[config.mk]
export PLATFORM = sky130hd
export DESIGN_NAME = sof_crc_frame_deframer_core
export DESIGN_NICKNAME = d
export VERILOG_FILES = /design/src/sofdf_pkg.sv /design/src/sofdf_ram.sv /design/src/sof_crc_frame_deframer_core.sv
export VERILOG_INCLUDE_DIRS = /design/src /design/src/src
export SDC_FILE = /design/constraint.sdc
export NUM_CORES = 1
export LEC_CHECK = 0
export ABC_AREA = 1
export BUFFER_PORTS_ARGS = -buffer_cell sky130_fd_sc_hd__buf_2
export CAP_MARGIN = 20
export CELL_PAD_IN_SITES_DETAIL_PLACEMENT = 0
export CELL_PAD_IN_SITES_GLOBAL_PLACEMENT = 1
export CORE_MARGIN = 5
export CORE_UTILIZATION = 44
export DETAILED_ROUTE_END_ITERATION = 8
export GPL_TIMING_DRIVEN = 0
export PLACE_DENSITY_LB_ADDON = 0.1
export SETUP_SLACK_MARGIN = 0.1
export SLEW_MARGIN = 15
export SYNTH_ARGS = -nofsm -noshare
export SYNTH_HDL_FRONTEND = slang
export SYNTH_SLANG_ARGS = --single-unit
export TNS_END_PERCENT = 1
[constraint.sdc]
create_clock -name clk -period 4.58 [get_ports clk]
set_clock_uncertainty 0.05 [all_clocks]
set_input_delay 0.687 -clock clk [delete_from_list [all_inputs] [get_ports clk]]
set_output_delay 0.687 -clock clk [all_outputs]
set_load 0.01 [all_outputs]
[src/sof_crc_frame_deframer_core_defines.svh]
// assertion macros for the deframer core
`ifndef SOF_CRC_FRAME_DEFRAMER_CORE_DEFINES_SVH
`define SOF_CRC_FRAME_DEFRAMER_CORE_DEFINES_SVH

// condition holds in the same cycle as the trigger
`define SOFDF_ASSERT_SAME(label, clk, rst_n, trig, cond, msg) \
    label: assert property (@(posedge clk) disable iff (!rst_n) (trig) |-> (cond)) \
        else $error(msg);

// condition holds in the cycle after the trigger
`define SOFDF_ASSERT_NEXT(label, clk, rst_n, trig, cond, msg) \
    label: assert property (@(posedge clk) disable iff (!rst_n) (trig) |=> (cond)) \
        else $error(msg);

`endif

[src/sofdf_pkg.sv]
package sofdf_pkg;

    // byte store geometry
    localparam int STORE_BYTES = 32;
    localparam int AW          = $clog2(STORE_BYTES);
    localparam int FILL_W      = AW + 1;
    localparam int OFF_W       = FILL_W + 1;

    // frame layout
    localparam int HDR_BYTES   = 9;
    localparam int LEN_OFFSET  = 7;
    localparam int WORD_OFFSET = 5;
    localparam int CRC_SKIP    = 2;
    localparam int A_OFFSET    = 2;
    localparam int B_OFFSET    = 3;
    localparam int CRC_BYTES   = 2;

    // register reset values
    localparam logic [7:0]  MARKER_FIRST_RST  = 8'hAA;
    localparam logic [7:0]  MARKER_SECOND_RST = 8'h55;
    localparam logic [4:0]  MAX_PAYLOAD_RST   = 5'd21;
    localparam logic [15:0] CRC_SEED_RST      = 16'hFFFF;
    localparam logic [15:0] CRC_POLY          = 16'h1021;

    typedef enum logic [1:0] {
        REG_MARKER_FIRST  = 2'd0,
        REG_MARKER_SECOND = 2'd1,
        REG_MAX_PAYLOAD   = 2'd2,
        REG_CRC_SEED      = 2'd3
    } reg_index_t;

    typedef enum logic [1:0] {
        EV_HEADER   = 2'd0,
        EV_PAYLOAD  = 2'd1,
        EV_CRC_FAIL = 2'd2
    } event_kind_t;

    typedef struct packed {
        event_kind_t kind;
        logic [7:0]  byte_a;
        logic [7:0]  byte_b;
        logic [15:0] word;
        logic [4:0]  count;
        logic [7:0]  pbyte;
        logic        frame_end;
    } result_t;

    // one byte of crc-16 ccitt, msb first
    function automatic logic [15:0] crc_byte(input logic [15:0] crc_in,
                                             input logic [7:0] data);
        logic [15:0] c;
        c = crc_in ^ {data, 8'h00};
        for (int i = 0; i < 8; i++)
        begin
            if (c[15])
                c = {c[14:0], 1'b0} ^ CRC_POLY;
            else
                c = {c[14:0], 1'b0};
        end
        return c;
    endfunction

endpackage

[src/sofdf_ram.sv]
module sofdf_ram #(
    parameter int WIDTH = 8,
    parameter int DEPTH = 32
) (
    input  logic                     clk,
    input  logic                     we,
    input  logic [$clog2(DEPTH)-1:0] waddr,
    input  logic [WIDTH-1:0]         wdata,
    input  logic [$clog2(DEPTH)-1:0] raddr,
    output logic [WIDTH-1:0]         rdata
);

    logic [WIDTH-1:0] mem [DEPTH];

    // single write port, registered read port
    always_ff @(posedge clk)
    begin
        if (we)
            mem[waddr] <= wdata;
        rdata <= mem[raddr];
    end

endmodule

[src/sof_crc_frame_deframer_core.sv]
// Start-of-frame deframer with length field and CRC-16 check. Each byte taken on the
// s_ side goes into a 32-byte circular store (oldest byte dropped when full); the block
// then rescans the store: it skips to the start marker, reads the little-endian length
// at offset 7, and checks the CRC-16 (0x1021, MSB first, seed from crc_seed) over bytes
// 2 up to the two CRC bytes. A good frame gives a header transaction and one transaction
// per payload byte; a CRC failure gives one failure transaction. m_tlast marks the last
// transaction caused by one input byte. One byte is handled at a time: the store is a
// single-port-read RAM streamed one byte per cycle during the scan, header and CRC
// passes; payload bytes are read one at a time as each is emitted, and stall while
// m_tready is low.
// Registers are written over APB at byte addresses 0, 4, 8 and 12.
module sof_crc_frame_deframer_core (
    input  logic        clk,
    input  logic        rst_n,
    // input byte stream
    input  logic        s_tvalid,
    output logic        s_tready,
    input  logic [7:0]  s_tdata,    // [7:0] rx_byte
    // result stream
    output logic        m_tvalid,
    input  logic        m_tready,
    output logic [47:0] m_tdata,    // [7:0] header_byte_a, [15:8] header_byte_b,
                                    // [31:16] header_word, [36:32] payload_count,
                                    // [44:37] payload_byte, [45] frame_end, [47:46] zero
    output logic [1:0]  m_tuser,    // [1:0] event_kind
    output logic        m_tlast,    // run_last
    // configuration
    input  logic        psel,
    input  logic        penable,
    input  logic        pwrite,
    input  logic [3:0]  paddr,
    input  logic [31:0] pwdata,
    output logic [31:0] prdata,
    output logic        pready
);

`include "sof_crc_frame_deframer_core_defines.svh"

    localparam int AW     = sofdf_pkg::AW;
    localparam int FILL_W = sofdf_pkg::FILL_W;
    localparam int OFF_W  = sofdf_pkg::OFF_W;

    typedef enum logic [6:0] {
        ST_IDLE    = 7'b0000001,
        ST_SCAN    = 7'b0000010,
        ST_HDR     = 7'b0000100,
        ST_CRC     = 7'b0001000,
        ST_VERDICT = 7'b0010000,
        ST_PAY     = 7'b0100000,
        ST_FINISH  = 7'b1000000
    } state_t;

    state_t state_reg, state_next;

    logic [7:0]  marker_first_reg, marker_second_reg;
    logic [4:0]  max_payload_reg;
    logic [15:0] crc_seed_reg;

    logic [AW-1:0]     head_reg, head_next;
    logic [FILL_W-1:0] fill_reg, fill_next;
    logic [OFF_W-1:0]  ioff_reg, ioff_next;
    logic [OFF_W-1:0]  doff_reg, doff_next;
    logic              dv_reg, dv_next;
    logic [7:0]        prev_reg, prev_next;
    logic [7:0]        hdr_a_reg, hdr_a_next;
    logic [7:0]        hdr_b_reg, hdr_b_next;
    logic [15:0]       word_reg, word_next;
    logic [7:0]        len_lo_reg, len_lo_next;
    logic [4:0]        plen_reg, plen_next;
    logic [OFF_W-1:0]  flen_reg, flen_next;
    logic [15:0]       crc_reg, crc_next;
    logic [7:0]        want_lo_reg, want_lo_next;
    logic              match_reg, match_next;

    logic                 pend_valid_reg, pend_valid_next;
    sofdf_pkg::result_t   pend_reg, pend_next;
    logic                 out_valid_reg, out_valid_next;
    sofdf_pkg::result_t   out_reg, out_next;
    logic                 out_last_reg, out_last_next;

    logic              ram_we;
    logic [AW-1:0]     ram_waddr;
    logic [AW-1:0]     ram_raddr;
    logic [7:0]        ram_rdata;

    logic cfg_write;
    logic in_accept;

    // byte store
    sofdf_ram #(
        .WIDTH(8),
        .DEPTH(sofdf_pkg::STORE_BYTES)
    ) u_store (
        .clk   (clk),
        .we    (ram_we),
        .waddr (ram_waddr),
        .wdata (s_tdata),
        .raddr (ram_raddr),
        .rdata (ram_rdata)
    );

    // configuration registers
    assign pready    = 1'b1;
    assign cfg_write = psel && penable && pwrite && pready;

    always_ff @(posedge clk or negedge rst_n)
    begin
        if (!rst_n)
        begin
            marker_first_reg  <= sofdf_pkg::MARKER_FIRST_RST;
            marker_second_reg <= sofdf_pkg::MARKER_SECOND_RST;
            max_payload_reg   <= sofdf_pkg::MAX_PAYLOAD_RST;
            crc_seed_reg      <= sofdf_pkg::CRC_SEED_RST;
        end
        else if (cfg_write)
        begin
            case (sofdf_pkg::reg_index_t'(paddr[3:2]))
                sofdf_pkg::REG_MARKER_FIRST:  marker_first_reg  <= pwdata[7:0];
                sofdf_pkg::REG_MARKER_SECOND: marker_second_reg <= pwdata[7:0];
                sofdf_pkg::REG_MAX_PAYLOAD:   max_payload_reg   <= pwdata[4:0];
                sofdf_pkg::REG_CRC_SEED:      crc_seed_reg      <= pwdata[15:0];
                default:                      ;
            endcase
        end
    end

    // register readback
    always_comb
    begin
        case (sofdf_pkg::reg_index_t'(paddr[3:2]))
            sofdf_pkg::REG_MARKER_FIRST:  prdata = {24'd0, marker_first_reg};
            sofdf_pkg::REG_MARKER_SECOND: prdata = {24'd0, marker_second_reg};
            sofdf_pkg::REG_MAX_PAYLOAD:   prdata = {27'd0, max_payload_reg};
            sofdf_pkg::REG_CRC_SEED:      prdata = {16'd0, crc_seed_reg};
            default:                      prdata = 32'd0;
        endcase
    end

    // store access
    assign s_tready  = (state_reg == ST_IDLE);
    assign in_accept = s_tvalid && s_tready;
    assign ram_we    = in_accept;
    assign ram_waddr = head_reg + fill_reg[AW-1:0];
    assign ram_raddr = head_reg + ioff_reg[AW-1:0];

    // rescan sequencer
    always_comb
    begin
        logic                 out_free;
        logic                 can_emit;
        logic                 scan_done;
        logic [FILL_W-1:0]    start;
        logic [FILL_W-1:0]    left;
        logic [15:0]          plen_full;
        logic [16:0]          flen_full;
        sofdf_pkg::result_t   res;
        logic                 do_emit;
        logic                 finish_push;

        state_next      = state_reg;
        head_next       = head_reg;
        fill_next       = fill_reg;
        ioff_next       = ioff_reg;
        doff_next       = doff_reg;
        dv_next         = 1'b0;
        prev_next       = prev_reg;
        hdr_a_next      = hdr_a_reg;
        hdr_b_next      = hdr_b_reg;
        word_next       = word_reg;
        len_lo_next     = len_lo_reg;
        plen_next       = plen_reg;
        flen_next       = flen_reg;
        crc_next        = crc_reg;
        want_lo_next    = want_lo_reg;
        match_next      = match_reg;
        pend_valid_next = pend_valid_reg;
        pend_next       = pend_reg;
        out_valid_next  = out_valid_reg;
        out_next        = out_reg;
        out_last_next   = out_last_reg;

        out_free    = !out_valid_reg || m_tready;
        can_emit    = !pend_valid_reg || out_free;
        scan_done   = 1'b0;
        start       = '0;
        left        = '0;
        plen_full   = {ram_rdata, len_lo_reg};
        flen_full   = 17'(plen_full) + 17'(sofdf_pkg::HDR_BYTES + sofdf_pkg::CRC_BYTES);
        res         = '0;
        do_emit     = 1'b0;
        finish_push = 1'b0;

        if (out_valid_reg && m_tready)
            out_valid_next = 1'b0;

        case (state_reg)
            ST_IDLE:
            begin
                if (in_accept)
                begin
                    if (fill_reg == FILL_W'(sofdf_pkg::STORE_BYTES))
                        head_next = head_reg + AW'(1);
                    else
                        fill_next = fill_reg + FILL_W'(1);
                    ioff_next  = '0;
                    state_next = ST_SCAN;
                end
            end

            ST_SCAN:
            begin
                if (fill_reg < FILL_W'(2))
                    state_next = ST_FINISH;
                else
                begin
                    // look for the marker pair in the returning byte stream
                    if (dv_reg && doff_reg != '0 && prev_reg == marker_first_reg
                        && ram_rdata == marker_second_reg)
                    begin
                        scan_done = 1'b1;
                        start     = FILL_W'(doff_reg - OFF_W'(1));
                    end
                    else if (dv_reg && doff_reg == OFF_W'(fill_reg) - OFF_W'(1))
                    begin
                        scan_done = 1'b1;
                        start     = fill_reg - FILL_W'(1);
                    end

                    if (scan_done)
                    begin
                        left      = fill_reg - start;
                        head_next = head_reg + start[AW-1:0];
                        fill_next = left;
                        if (left < FILL_W'(sofdf_pkg::HDR_BYTES))
                            state_next = ST_FINISH;
                        else
                        begin
                            ioff_next  = OFF_W'(sofdf_pkg::A_OFFSET);
                            state_next = ST_HDR;
                        end
                    end
                    else
                    begin
                        if (dv_reg)
                            prev_next = ram_rdata;
                        if (ioff_reg < OFF_W'(fill_reg))
                        begin
                            dv_next   = 1'b1;
                            doff_next = ioff_reg;
                            ioff_next = ioff_reg + OFF_W'(1);
                        end
                    end
                end
            end

            ST_HDR:
            begin
                if (dv_reg && doff_reg == OFF_W'(sofdf_pkg::LEN_OFFSET + 1))
                begin
                    if (plen_full > 16'(max_payload_reg))
                    begin
                        head_next  = head_reg + AW'(1);
                        fill_next  = fill_reg - FILL_W'(1);
                        ioff_next  = '0;
                        state_next = ST_SCAN;
                    end
                    else if (17'(fill_reg) < flen_full)
                        state_next = ST_FINISH;
                    else
                    begin
                        plen_next  = plen_full[4:0];
                        flen_next  = flen_full[OFF_W-1:0];
                        crc_next   = crc_seed_reg;
                        ioff_next  = OFF_W'(sofdf_pkg::CRC_SKIP);
                        state_next = ST_CRC;
                    end
                end
                else
                begin
                    // capture the header fields as they stream by
                    if (dv_reg)
                    begin
                        if (doff_reg == OFF_W'(sofdf_pkg::A_OFFSET))
                            hdr_a_next = ram_rdata;
                        if (doff_reg == OFF_W'(sofdf_pkg::B_OFFSET))
                            hdr_b_next = ram_rdata;
                        if (doff_reg == OFF_W'(sofdf_pkg::WORD_OFFSET))
                            word_next[7:0] = ram_rdata;
                        if (doff_reg == OFF_W'(sofdf_pkg::WORD_OFFSET + 1))
                            word_next[15:8] = ram_rdata;
                        if (doff_reg == OFF_W'(sofdf_pkg::LEN_OFFSET))
                            len_lo_next = ram_rdata;
                    end
                    if (ioff_reg < OFF_W'(sofdf_pkg::HDR_BYTES))
                    begin
                        dv_next   = 1'b1;
                        doff_next = ioff_reg;
                        ioff_next = ioff_reg + OFF_W'(1);
                    end
                end
            end

            ST_CRC:
            begin
                if (dv_reg && doff_reg == flen_reg - OFF_W'(1))
                begin
                    match_next = ({ram_rdata, want_lo_reg} == crc_reg);
                    state_next = ST_VERDICT;
                end
                else
                begin
                    // crc over the body, then pick up the stored crc
                    if (dv_reg)
                    begin
                        if (doff_reg < flen_reg - OFF_W'(sofdf_pkg::CRC_BYTES))
                            crc_next = sofdf_pkg::crc_byte(crc_reg, ram_rdata);
                        else
                            want_lo_next = ram_rdata;
                    end
                    if (ioff_reg < flen_reg)
                    begin
                        dv_next   = 1'b1;
                        doff_next = ioff_reg;
                        ioff_next = ioff_reg + OFF_W'(1);
                    end
                end
            end

            ST_VERDICT:
            begin
                if (can_emit)
                begin
                    do_emit = 1'b1;
                    if (match_reg)
                    begin
                        res.kind      = sofdf_pkg::EV_HEADER;
                        res.byte_a    = hdr_a_reg;
                        res.byte_b    = hdr_b_reg;
                        res.word      = word_reg;
                        res.count     = plen_reg;
                        res.frame_end = (plen_reg == 5'd0);
                        if (plen_reg == 5'd0)
                        begin
                            head_next  = head_reg + flen_reg[AW-1:0];
                            fill_next  = fill_reg - flen_reg[FILL_W-1:0];
                            ioff_next  = '0;
                            state_next = ST_SCAN;
                        end
                        else
                        begin
                            ioff_next  = OFF_W'(sofdf_pkg::HDR_BYTES);
                            state_next = ST_PAY;
                        end
                    end
                    else
                    begin
                        res.kind   = sofdf_pkg::EV_CRC_FAIL;
                        head_next  = head_reg + AW'(1);
                        fill_next  = fill_reg - FILL_W'(1);
                        ioff_next  = '0;
                        state_next = ST_SCAN;
                    end
                end
            end

            ST_PAY:
            begin
                // read address holds on ioff, data is good in the cycle after
                if (!dv_reg)
                    dv_next = 1'b1;
                else if (can_emit)
                begin
                    do_emit       = 1'b1;
                    res.kind      = sofdf_pkg::EV_PAYLOAD;
                    res.pbyte     = ram_rdata;
                    res.frame_end = (ioff_reg == flen_reg - OFF_W'(sofdf_pkg::CRC_BYTES + 1));
                    if (res.frame_end)
                    begin
                        head_next  = head_reg + flen_reg[AW-1:0];
                        fill_next  = fill_reg - flen_reg[FILL_W-1:0];
                        ioff_next  = '0;
                        state_next = ST_SCAN;
                    end
                    else
                        ioff_next = ioff_reg + OFF_W'(1);
                end
                else
                    dv_next = 1'b1;
            end

            ST_FINISH:
            begin
                if (!pend_valid_reg)
                    state_next = ST_IDLE;
                else if (out_free)
                begin
                    finish_push     = 1'b1;
                    pend_valid_next = 1'b0;
                    state_next      = ST_IDLE;
                end
            end

            default:
            begin
                state_next = ST_IDLE;
            end
        endcase

        // one result is held back until it is known whether it is the last
        if (do_emit)
        begin
            if (pend_valid_reg)
            begin
                out_valid_next = 1'b1;
                out_next       = pend_reg;
                out_last_next  = 1'b0;
            end
            pend_next       = res;
            pend_valid_next = 1'b1;
        end
        if (finish_push)
        begin
            out_valid_next = 1'b1;
            out_next       = pend_reg;
            out_last_next  = 1'b1;
        end
    end

    // control state
    always_ff @(posedge clk or negedge rst_n)
    begin
        if (!rst_n)
        begin
            state_reg      <= ST_IDLE;
            head_reg       <= '0;
            fill_reg       <= '0;
            dv_reg         <= 1'b0;
            pend_valid_reg <= 1'b0;
            out_valid_reg  <= 1'b0;
        end
        else
        begin
            state_reg      <= state_next;
            head_reg       <= head_next;
            fill_reg       <= fill_next;
            dv_reg         <= dv_next;
            pend_valid_reg <= pend_valid_next;
            out_valid_reg  <= out_valid_next;
        end
    end

    // datapath registers
    always_ff @(posedge clk)
    begin
        ioff_reg     <= ioff_next;
        doff_reg     <= doff_next;
        prev_reg     <= prev_next;
        hdr_a_reg    <= hdr_a_next;
        hdr_b_reg    <= hdr_b_next;
        word_reg     <= word_next;
        len_lo_reg   <= len_lo_next;
        plen_reg     <= plen_next;
        flen_reg     <= flen_next;
        crc_reg      <= crc_next;
        want_lo_reg  <= want_lo_next;
        match_reg    <= match_next;
        pend_reg     <= pend_next;
        out_reg      <= out_next;
        out_last_reg <= out_last_next;
    end

    // result port
    assign m_tvalid = out_valid_reg;
    assign m_tuser  = out_reg.kind;
    assign m_tlast  = out_last_reg;
    assign m_tdata  = {2'b00, out_reg.frame_end, out_reg.pbyte, out_reg.count,
                       out_reg.word, out_reg.byte_b, out_reg.byte_a};

    // checks
    `SOFDF_ASSERT_SAME(a_fill_bound, clk, rst_n, 1'b1,
        fill_reg <= FILL_W'(sofdf_pkg::STORE_BYTES), "fill level above store size")
    `SOFDF_ASSERT_NEXT(a_accept_scan, clk, rst_n, in_accept,
        state_reg == ST_SCAN, "accepted byte did not start a rescan")
    `SOFDF_ASSERT_SAME(a_idle_drained, clk, rst_n, state_reg == ST_IDLE,
        !pend_valid_reg, "held result left behind at idle")
    `SOFDF_ASSERT_SAME(a_fail_no_end, clk, rst_n,
        out_valid_reg && out_reg.kind == sofdf_pkg::EV_CRC_FAIL,
        !out_reg.frame_end, "frame end set on crc failure")

endmodule
==> out/qor.yml <==
final_nets: 2639
worstSkewPairLatency_ns: 0.60
crit_family: "simple AND/OR/NAND/NOR gates"
cts_sinks: 518
met1_length_um: 27700
finalMaxSlewViolations: 0
fin_crit_sh: 0.915
tightest_slew_ns: 1.01
track_usage: 0.212
area_delta_synth_final_pct: 14.8
wl_met3_um: 3590
setup_viol: 0
ir_drop_uv: 511
reg2regPathDepth: 21
drive_above_1_share: 0.148
io_pins: 137
yosysUniqueCellTypes: 68
yosys_warnings: 0
grt_start_max_net_pins: 39
htree_num_levels: 2
leakage_nw: 11.0
dp_hpwl_um: 47800
syn_area_um2: 24600
worstPathMaxFanout: 10
drc: 0
yosys-top-cells-area: "edfxtp_1, nor2_1, nand2_1, ha_1, dfrtp_1"
reg2reg_to: "ioff_reg[6]"
routedWlPerCell_um: 19.8
route.met2.wl_um: 32200
final_cells: 3306
dieWidth_um: 247
syn_area_per_cell_um2: 10.6
worst-endpoint-arrival_ns: 4.42
dieArea_um2: 60800
hp-class: "input pin to flop"
p_per_area_nw_per_um2: 716
cts_tree: "done"
r2r-start: "u_store.rdata[0]"
place_ws_ns: -0.566
gp_congestion: 0.924
cts.reportedPaths.clkPinSlew_ns: 0.06
slew_headroom: 0.326
max_freq_mhz: 239
finalHoldViolations: 0
setup_ws_ns: 0.390
drtIter0Drc: 1091
outcome: "finished clean"
layout_commonest_cell: "edfxtp_1"
io_buffers: 99
numPlacedInstances: 3192
num_rows: 86
wl_um: 65600
cpMostUsedCell: "nand2_1"
required_ns: 4.81
start_kind: "flop"
startpoint: "u_store.rdata[0]"
largest_reg_flops: 256
grt_pass1_vias: 16700
hp-start: "pwdata[9]"
synth_top_area_frac: 0.550
antenna_found_initial: 0
final_cell_mix: "edfxtp_1, nor2_1, nand2_1"
end_kind: "flop"
antenna_cells: 0
grt_overflow: 0
period_needed_ns: 4.19
drt-vias-per-instance: 5.14
synth.largest_area_cell: "edfxtp_1"
die_h_um: 247
synth_top_flop_cell: "edfxtp_1"
syn_inst: 2321
cpPeakStageDelay_ns: 0.66
highest_layer: "met4"
final_util: 0.511
initial_core_util: 0.445
min_to: "crc_seed_reg[9]"
clockBufferDepth: 3
rsz0062_at_grt: "no"
cp_slowest_cell: "dfxtp_1"
ys_seq_area_frac: 0.618
worstSetupPathType: "flop to flop"
crit_chain: "clkbuf_2 -> xor2_1 -> nor2_1 -> nand3_2 -> buf_6 -> or3b_1 -> nand3_2 -> ha_2 -> nand2_1 -> nand2_1 -> nand2_1 -> nand3_1 -> xor2_1 -> inv_1 -> nand3_1 -> nand2_1 -> nand2_2 -> inv_1 -> nand2_1 -> nand2_1 -> nor2_4"
cts_buffers: 54
clockRootBuffer: "clkbuf_16"
firstDrtPassIters: 5
hold_depth: 3
ys_ff_latch: 518
grt_pass1_wl_um: 98900
coreArea_um2: 55300
reg2reg_slack_ns: 0.39
cap_violations: 0
synthArstFlopShare: 0.112
synth_edf_count: 451
num_vias: 17000
detail-route-antenna-nets: 0
critPathBufInv: 4
## worst reg2reg max path, stage by stage, from the launching register on
cell and delay (ns):
dfxtp_1 0.66, clkbuf_2 0.31, xor2_1 0.11, nor2_1 0.21
nand3_2 0.17, buf_6 0.18, or3b_1 0.40, nand3_2 0.14
ha_2 0.32, nand2_1 0.08, nand2_1 0.07, nand2_1 0.06
nand3_1 0.14, xor2_1 0.22, inv_1 0.06, nand3_1 0.08
nand2_1 0.09, nand2_2 0.10, inv_1 0.04, nand2_1 0.06
nand2_1 0.09, nor2_4 0.24
## metrics by stage
step / area (um2) / setup TNS, ns / hold slack [ns] / power (mW)
after floorplan: 24700 / 0 / 0.341 / 12.3
after global placement: 26100 / -22.61 / 0.353 / 15.5
after detailed placement: 26200 / -3.96 / 0.355 / 15.6
after CTS: 28200 / 0 / 0.238 / 20.3
after global routing: 28300 / 0 / 0.268 / 21.6
final: 28300 / 0 / 0.279 / 20.2
## logic make-up (layout without fill, tap and decap cells)
logic type,after synthesis,after routing,share of synthesized area
flops,518,518,0.618
fa+ha+maj,76,76,0.0405
other cells,2,19,0.000305
simple gates,1012,1012,0.177
compound gates,301,301,0.0766
mux,1,1,0.000407
buf+inv,321,541,0.0550
xor+xnor,90,90,0.0323
## how the worst max path moves through the flow
stage / end / slack [ns] / cells past startpoint
3_3_place_gp: ioff_reg[5] / -0.48 / 24
3_5_place_dp: ioff_reg[6] / -0.57 / 24
2_1_floorplan: m_tdata[0] / 0.58 / 6
4_1_cts: ioff_reg[6] / 0.11 / 25
5_1_grt: ioff_reg[6] / 0.10 / 25
6_report: ioff_reg[6] / 0.39 / 21
## cell usage after synthesis, drive strengths merged (2+ instances only)
cell type  instances
edfxtp           451
nor2             419
nand2            415
inv              225
o21ai            152
nand3            105
ha                70
o32ai             65
clkbuf            53
xor2              48
a21oi             45
xnor2             42
buf               41
dfrtp             30
dfstp             28
nor3              25
nand4             23
or2               10
dfxtp              9
nor4               9
o2111ai            9
o31ai              8
fa                 6
a31oi              4
a211o              2
a21o               2
clkinv             2
conb               2
o211ai             2
o21bai             2
o221ai             2
o22ai              2
## metal layers
layer  track usage  vias to the layer above
li1              -                     8330
met3        0.0306                      115
met1         0.280                     8079
met4        0.0720                        0
met2         0.362                      476
met5             0                        -
## layout make-up
class | instances | area [um2]
sequential | 518 | 15200
clock inverter | 28 | 412
multi-input combinational | 1499 | 8200
tap | 748 | 936
timing repair buffer | 118 | 682
buffer | 94 | 488
clock buffer | 74 | 1460
fill | 5035 | 27000
inverter | 227 | 872
## power by group
group	total, mW	internal (mW)	leakage [nW]	switching, mW
combinational	9.29	2.91	5.30	6.38
clock	4.61	2.80	0.899	1.81
sequential	6.34	5.72	4.78	0.614
total	20.2	11.4	11.0	8.81
## timing repair
item                       CTS  global route
gates resized for setup      6            16
cloned                       0             0
hold endpoints to repair     5             0
setup buffers                2             8
setup endpoints to repair    9             8
hold buffers                 1             0
pin swaps                    0             3
Power figures use the tool's default switching activity.
